--- config.mk ---
export PLATFORM = sky130hd
export DESIGN_NAME = fisr_fmul
export DESIGN_NICKNAME = d
export VERILOG_FILES = /design/src/design/fisr_pkg.sv /design/src/design/fisr_fmul.sv
export SDC_FILE = /design/constraint.sdc
export NUM_CORES = 2
export LEC_CHECK = 0
export ABC_AREA = 0
export BUFFER_PORTS_ARGS = -buffer_cell sky130_fd_sc_hd__buf_2
export CAP_MARGIN = 20
export CORE_MARGIN = 2
export CORE_UTILIZATION = 66
export DETAILED_ROUTE_END_ITERATION = 12
export MAX_ROUTING_LAYER = met4
export PLACE_DENSITY = 0.93
export SLEW_MARGIN = 10
export SYNTH_ARGS = -nofsm -noshare
export SYNTH_HDL_FRONTEND = slang
export SYNTH_SLANG_ARGS = --single-unit
export TNS_END_PERCENT = 1
--- constraint.sdc ---
create_clock -name clock -period 8.6 [get_ports clock]
set_input_delay 0.43 -clock clock [delete_from_list [all_inputs] [get_ports clock]]
set_output_delay 0.43 -clock clock [all_outputs]
set_load 0.02 [all_outputs]
--- src/design/fisr_pkg.sv ---
// ----------------------------------------------------------------------------
// fisr_pkg
// Constants shared by the fast inverse square root pipeline.
// ----------------------------------------------------------------------------
package fisr_pkg;

   localparam int unsigned NEWTON_STEPS_DEF = 2;

   localparam logic [31:0] MAGIC_GUESS  = 32'h5F3759DF;
   localparam logic [31:0] ONE_HALF     = 32'h3F000000;
   localparam logic [31:0] THREE_HALVES = 32'h3FC00000;
   localparam logic [31:0] CANON_NAN    = 32'h7FC00000;

   // Stage counts of the float units and of one refinement step.
   localparam int unsigned FMUL_LAT   = 3;
   localparam int unsigned FSUB_LAT   = 3;
   localparam int unsigned NEWTON_LAT = 3 * FMUL_LAT + FSUB_LAT;

endpackage

--- src/design/fisr_fmul.sv ---
// ----------------------------------------------------------------------------
// fisr_fmul
// Three-stage IEEE single multiplier, round to nearest even, subnormals kept.
// ----------------------------------------------------------------------------
module fisr_fmul import fisr_pkg::*; (
   input  logic        clock,
   input  logic        reset,
   input  logic        in_valid,
   input  logic [31:0] in_a,
   input  logic [31:0] in_b,
   output logic        out_valid,
   output logic [31:0] out_p
);

   function automatic logic [5:0] lzc48(input logic [47:0] v);
      logic [5:0] n;
      n = '0;
      for (int i = 0; i < 48; i++) begin
         if (v[i]) n = 6'(47 - i);
      end
      return n;
   endfunction

   // ---- stage 1: unpack, special values, mantissa product
   logic [7:0]  ea, eb;
   logic [22:0] fa, fb;
   logic        a_nan, b_nan, a_inf, b_inf, a_zero, b_zero, sign;
   logic [23:0] ma, mb;
   logic        s1_spec_in;
   logic [31:0] s1_spec_bits_in;
   logic [47:0] s1_prod_in;
   logic [8:0]  s1_esum_in;

   assign ea = in_a[30:23];
   assign eb = in_b[30:23];
   assign fa = in_a[22:0];
   assign fb = in_b[22:0];
   assign a_nan  = (ea == 8'hFF) && (fa != '0);
   assign b_nan  = (eb == 8'hFF) && (fb != '0);
   assign a_inf  = (ea == 8'hFF) && (fa == '0);
   assign b_inf  = (eb == 8'hFF) && (fb == '0);
   assign a_zero = (ea == 8'h00) && (fa == '0);
   assign b_zero = (eb == 8'h00) && (fb == '0);
   assign sign   = in_a[31] ^ in_b[31];
   assign ma = {ea != 8'h00, fa};
   assign mb = {eb != 8'h00, fb};
   assign s1_prod_in = ma * mb;
   assign s1_esum_in = 9'((ea == 8'h00) ? 8'd1 : ea) + 9'((eb == 8'h00) ? 8'd1 : eb);

   always_comb begin
      s1_spec_in      = 1'b1;
      s1_spec_bits_in = {sign, 31'h0};
      if (a_nan || b_nan || (a_inf && b_zero) || (b_inf && a_zero)) begin
         s1_spec_bits_in = CANON_NAN;
      end else if (a_inf || b_inf) begin
         s1_spec_bits_in = {sign, 8'hFF, 23'h0};
      end else if (!(a_zero || b_zero)) begin
         s1_spec_in = 1'b0;
      end
   end

   logic        s1_valid_ff, s1_spec_ff, s1_sign_ff;
   logic [31:0] s1_spec_bits_ff;
   logic [47:0] s1_prod_ff;
   logic [8:0]  s1_esum_ff;

   always_ff @(posedge clock) begin
      if (reset) s1_valid_ff <= 1'b0;
      else       s1_valid_ff <= in_valid;
      s1_spec_ff      <= s1_spec_in;
      s1_spec_bits_ff <= s1_spec_bits_in;
      s1_sign_ff      <= sign;
      s1_prod_ff      <= s1_prod_in;
      s1_esum_ff      <= s1_esum_in;
   end

   // ---- stage 2: leading zero count, normalising shift and exponent
   logic [5:0]         lz;
   logic signed [10:0] be;
   logic signed [10:0] sub_sh;
   logic signed [8:0]  s2_shift_in;
   logic [9:0]         s2_e0_in;

   assign lz     = lzc48(s1_prod_ff);
   assign be     = $signed({2'b0, s1_esum_ff}) - $signed({5'b0, lz}) - 11'sd126;
   assign sub_sh = $signed({2'b0, s1_esum_ff}) - 11'sd127;

   always_comb begin
      if (be >= 11'sd1) begin
         s2_shift_in = $signed({3'b0, lz});
         s2_e0_in    = 10'(be - 11'sd1);
      end else begin
         s2_shift_in = 9'(sub_sh);
         s2_e0_in    = '0;
      end
   end

   logic              s2_valid_ff, s2_spec_ff, s2_sign_ff;
   logic [31:0]       s2_spec_bits_ff;
   logic [47:0]       s2_prod_ff;
   logic signed [8:0] s2_shift_ff;
   logic [9:0]        s2_e0_ff;

   always_ff @(posedge clock) begin
      if (reset) s2_valid_ff <= 1'b0;
      else       s2_valid_ff <= s1_valid_ff;
      s2_spec_ff      <= s1_spec_ff;
      s2_spec_bits_ff <= s1_spec_bits_ff;
      s2_sign_ff      <= s1_sign_ff;
      s2_prod_ff      <= s1_prod_ff;
      s2_shift_ff     <= s2_shift_in;
      s2_e0_ff        <= s2_e0_in;
   end

   // ---- stage 3: shift, round, pack
   logic [47:0] pn;
   logic [8:0]  neg;
   logic        lost, rnd;
   logic [23:0] mant;
   logic [32:0] packed_sum;
   logic [31:0] p_in;

   assign neg = 9'(-s2_shift_ff);

   always_comb begin
      if (!s2_shift_ff[8]) begin
         pn   = s2_prod_ff << s2_shift_ff[5:0];
         lost = 1'b0;
      end else if (neg >= 9'd48) begin
         pn   = '0;
         lost = |s2_prod_ff;
      end else begin
         pn   = s2_prod_ff >> neg[5:0];
         lost = |(s2_prod_ff & ((48'd1 << neg[5:0]) - 48'd1));
      end
      mant       = pn[47:24];
      rnd        = pn[23] & ((|pn[22:0]) | lost | mant[0]);
      packed_sum = {s2_e0_ff, 23'h0} + 33'(mant) + 33'(rnd);
      if (s2_spec_ff) begin
         p_in = s2_spec_bits_ff;
      end else if (packed_sum >= 33'h07F800000) begin
         p_in = {s2_sign_ff, 8'hFF, 23'h0};
      end else begin
         p_in = {s2_sign_ff, packed_sum[30:0]};
      end
   end

   logic        out_valid_ff;
   logic [31:0] out_p_ff;

   always_ff @(posedge clock) begin
      if (reset) out_valid_ff <= 1'b0;
      else       out_valid_ff <= s2_valid_ff;
      out_p_ff <= p_in;
   end

   assign out_valid = out_valid_ff;
   assign out_p     = out_p_ff;

endmodule

==> reports/qor.csv <==
metric;value;unit
Area Overhead vs Synth;3.81;%
post-synth top area cell;fa_1;
run status;finished, final reports clean;
Starting DRT DRC Count;4173;
Arrival @ worst endpoint;8.28;ns
CTS Buf Count;17;
initial antenna violation count;1;
post-route ant nets;0;
Worst Hold Class;primary input to register;
net count reported at finish;4545;
hold_sp;reset;
port bufs;99;
sequential share of the synthesized area;0.102;
Post-Syn Nets;4649;
Setup-failing EPs final;0;
Yosys reg bits;169;
vias in the first global route;31585;
Reg clk slew, reported paths;0.07;ns
most frequent cells in the layout;inv_1 (538), nand2_1 (537), fa_1 (484);
largest net degree at the start of global routing;50;
cts repair resizes;0;
RSZ-0062 raised after global routing;no;
Sink Count;169;
total core area;50000;sq um
DRT Wirelength;114000;microns
Worst Clk Skew;0.0125;ns
worst skew pair latency;0.45;ns
CP startpoint kind;primary input;
slowest CP cell;a2111oi_0;
Routed WL per cell;25.5;microns
Fin Setup TNS;0;ns
synth warn;0;
syn avg cell area;8.55;sq um
overall die width;229;microns
Starting Density;0.667;
final slew viol count;0;
Die H;229;microns
CP max stage delay;0.67;ns
die area;52300;sq um
M1 GR Usage;0.507;
GRT Util Overall;0.449;
Hold Buf Count CTS;0;
final std cells w/o fill;4479;
crit path capture;s1_prod_ff[46];
Worst Tran Pin Value;1.07;ns
worst reg-to-reg path cell count;19;
maximum operating frequency;126;MHz
I/O pins;100;
Setup crit end kind;register;
DRC violation count after routing;0;
library cells used by synthesis;95;
Setup Fix Bufs, Post-CTS;0;
M2 GR Usage;0.693;
cells after synthesis;3897;
reg2reg end;out_p[22];
share of the synthesized area in the top cell type;0.291;
Required @ worst endpoint;8.94;ns
DP HPWL;86600;microns
Bufs on Longest Clock Path;2;
Period Utilization, post-route;0.923;
Crit Path Max Fanout;25;
GRT busiest layer;met2;
CTS root buf;clkbuf_16;
FF+latch area;3400;sq um
DRT Pass-1 Iters;7;
type of the worst setup path;primary input to register;
Post-Syn Area;33300;sq um
Reg2Reg Setup Slack;1.75;ns
routed vias;30452;
Worst Setup SP;in_a[5];
Final Critical Period;7.94;ns
max_slew headroom;0.278;
placed cells;4446;
final hold vios;0;
fraction of layout cells with a size suffix above 1;0.0980;
most common cell after layout, fill and taps aside;inv_1;
number of enable flip-flop cells after synthesis;0;
area of the multi-input gates;26800;sq um
worst flop-to-flop path startpoint;s2_shift_ff[1];
# rows;82;
H-tree depth;4;
most used cell, CP;fa_1;
gp weighted congestion;1.07;
Via density;6.80;
Area contributors post-synth;fa_1 (29%), dfxtp_1 (10%), ha_1 (7.5%);
CTS tree;done;
gr ovfl total;0;
first-pass GRT wire length;176000;microns
ys async rst share;0;
max cap viols;0;
GR met3 Demand/Resource;0.130;
Fill cells;3636;
prevailing post-synth register cell;dfxtp_1;
-- per-layer routing --
layer / up-vias / share of wire / routed length (microns)
li1: 12684 / - / -
met1: 14461 / 0.33 / 37700
met2: 2518 / 0.45 / 51500
met3: 789 / 0.13 / 15300
met4: 0 / 0.086 / 9780
met5: - / 0 / 0
-- cells by family after synthesis --
logic type,after synthesis,share of synthesized area
AO/OA/AOI/OAI,552,0.113
multiplexers,223,0.0978
buffers and inverters,816,0.0951
adder cells (fa/ha/maj),685,0.366
AND/OR/NAND/NOR,1337,0.196
flip-flops,169,0.102
XOR/XNOR,115,0.0302
-- state kept, by name (all words and copies together), names as in the netlist, 3 cells and up --
| name | flops |
|---|---|
| s1_esum_ff | 9 |
| s2_e0_ff | 10 |
| s2_spec_bits_ff | 3 |
| s2_prod_ff | 48 |
| s2_shift_ff | 9 |
| s1_spec_bits_ff | 3 |
| s1_prod_ff | 48 |
| out_p | 32 |
-- area by class of cell --
| class | instances | area share |
|---|---|---|
| Sequential cell | 169 | 0.0982 |
| Antenna cell | 1 | 0.0000724 |
| Clock buffer | 18 | 0.0127 |
| Clock inverter | 14 | 0.00478 |
| Multi-Input combinational cell | 2912 | 0.775 |
| Inverter | 540 | 0.0586 |
| Tap cell | 672 | 0.0243 |
| Timing Repair Buffer | 153 | 0.0261 |
-- cells in the mapped netlist, types with 19 or more instances --
master / count
nand2_1: 537
o22ai_1: 29
nand2b_1: 30
nand3_1: 73
nand4_1: 33
mux2i_1: 96
mux2_2: 50
dfxtp_1: 169
nor4_1: 57
nor3_1: 66
nor2_1: 183
xor2_1: 39
o21a_1: 19
clkbuf_1: 219
inv_1: 538
ha_1: 201
a211oi_1: 26
o21ai_0: 107
and2_1: 222
buf_2: 23
a21o_1: 23
o211ai_1: 20
fa_1: 484
a21oi_1: 121
xnor2_1: 76
mux4_2: 77
nor2b_1: 22
-- critical path: cells and delay by family --
| family | cells | cell delay [ns] |
|---|---|---|
| fa+ha+maj | 8 | 3.56 |
| compound gates | 11 | 3.01 |
| buf+inv | 5 | 0.94 |
| simple gates | 1 | 0.18 |
| xor+xnor | 1 | 0.13 |
-- worst min-delay path by stage --
stage	endpoint	slack, ns	cells after the start
after global routing	out_valid	0.17	2
after detailed placement	s2_spec_bits_ff[22]	0.31	0
final	out_valid	0.16	2
after global placement	s2_sign_ff	0.31	0
after floorplan	s2_sign_ff	0.31	0
after CTS	out_valid	0.16	2
-- per-stage QoR --
step                hold WS [ns]  instance area [sq um]   util  setup WS, ns
finish                     0.163                  34600  0.692         0.659
floorplan                  0.310                  33300      -          1.22
global placement           0.311                  34000  0.680         0.657
CTS                        0.159                  34600  0.692         0.808
global route               0.167                  34600  0.692         0.308
detailed placement         0.313                  34000  0.680         0.346
Power is not shown: default switching activity piles up to over one toggle a cycle in this logic, so the estimate is an artifact.
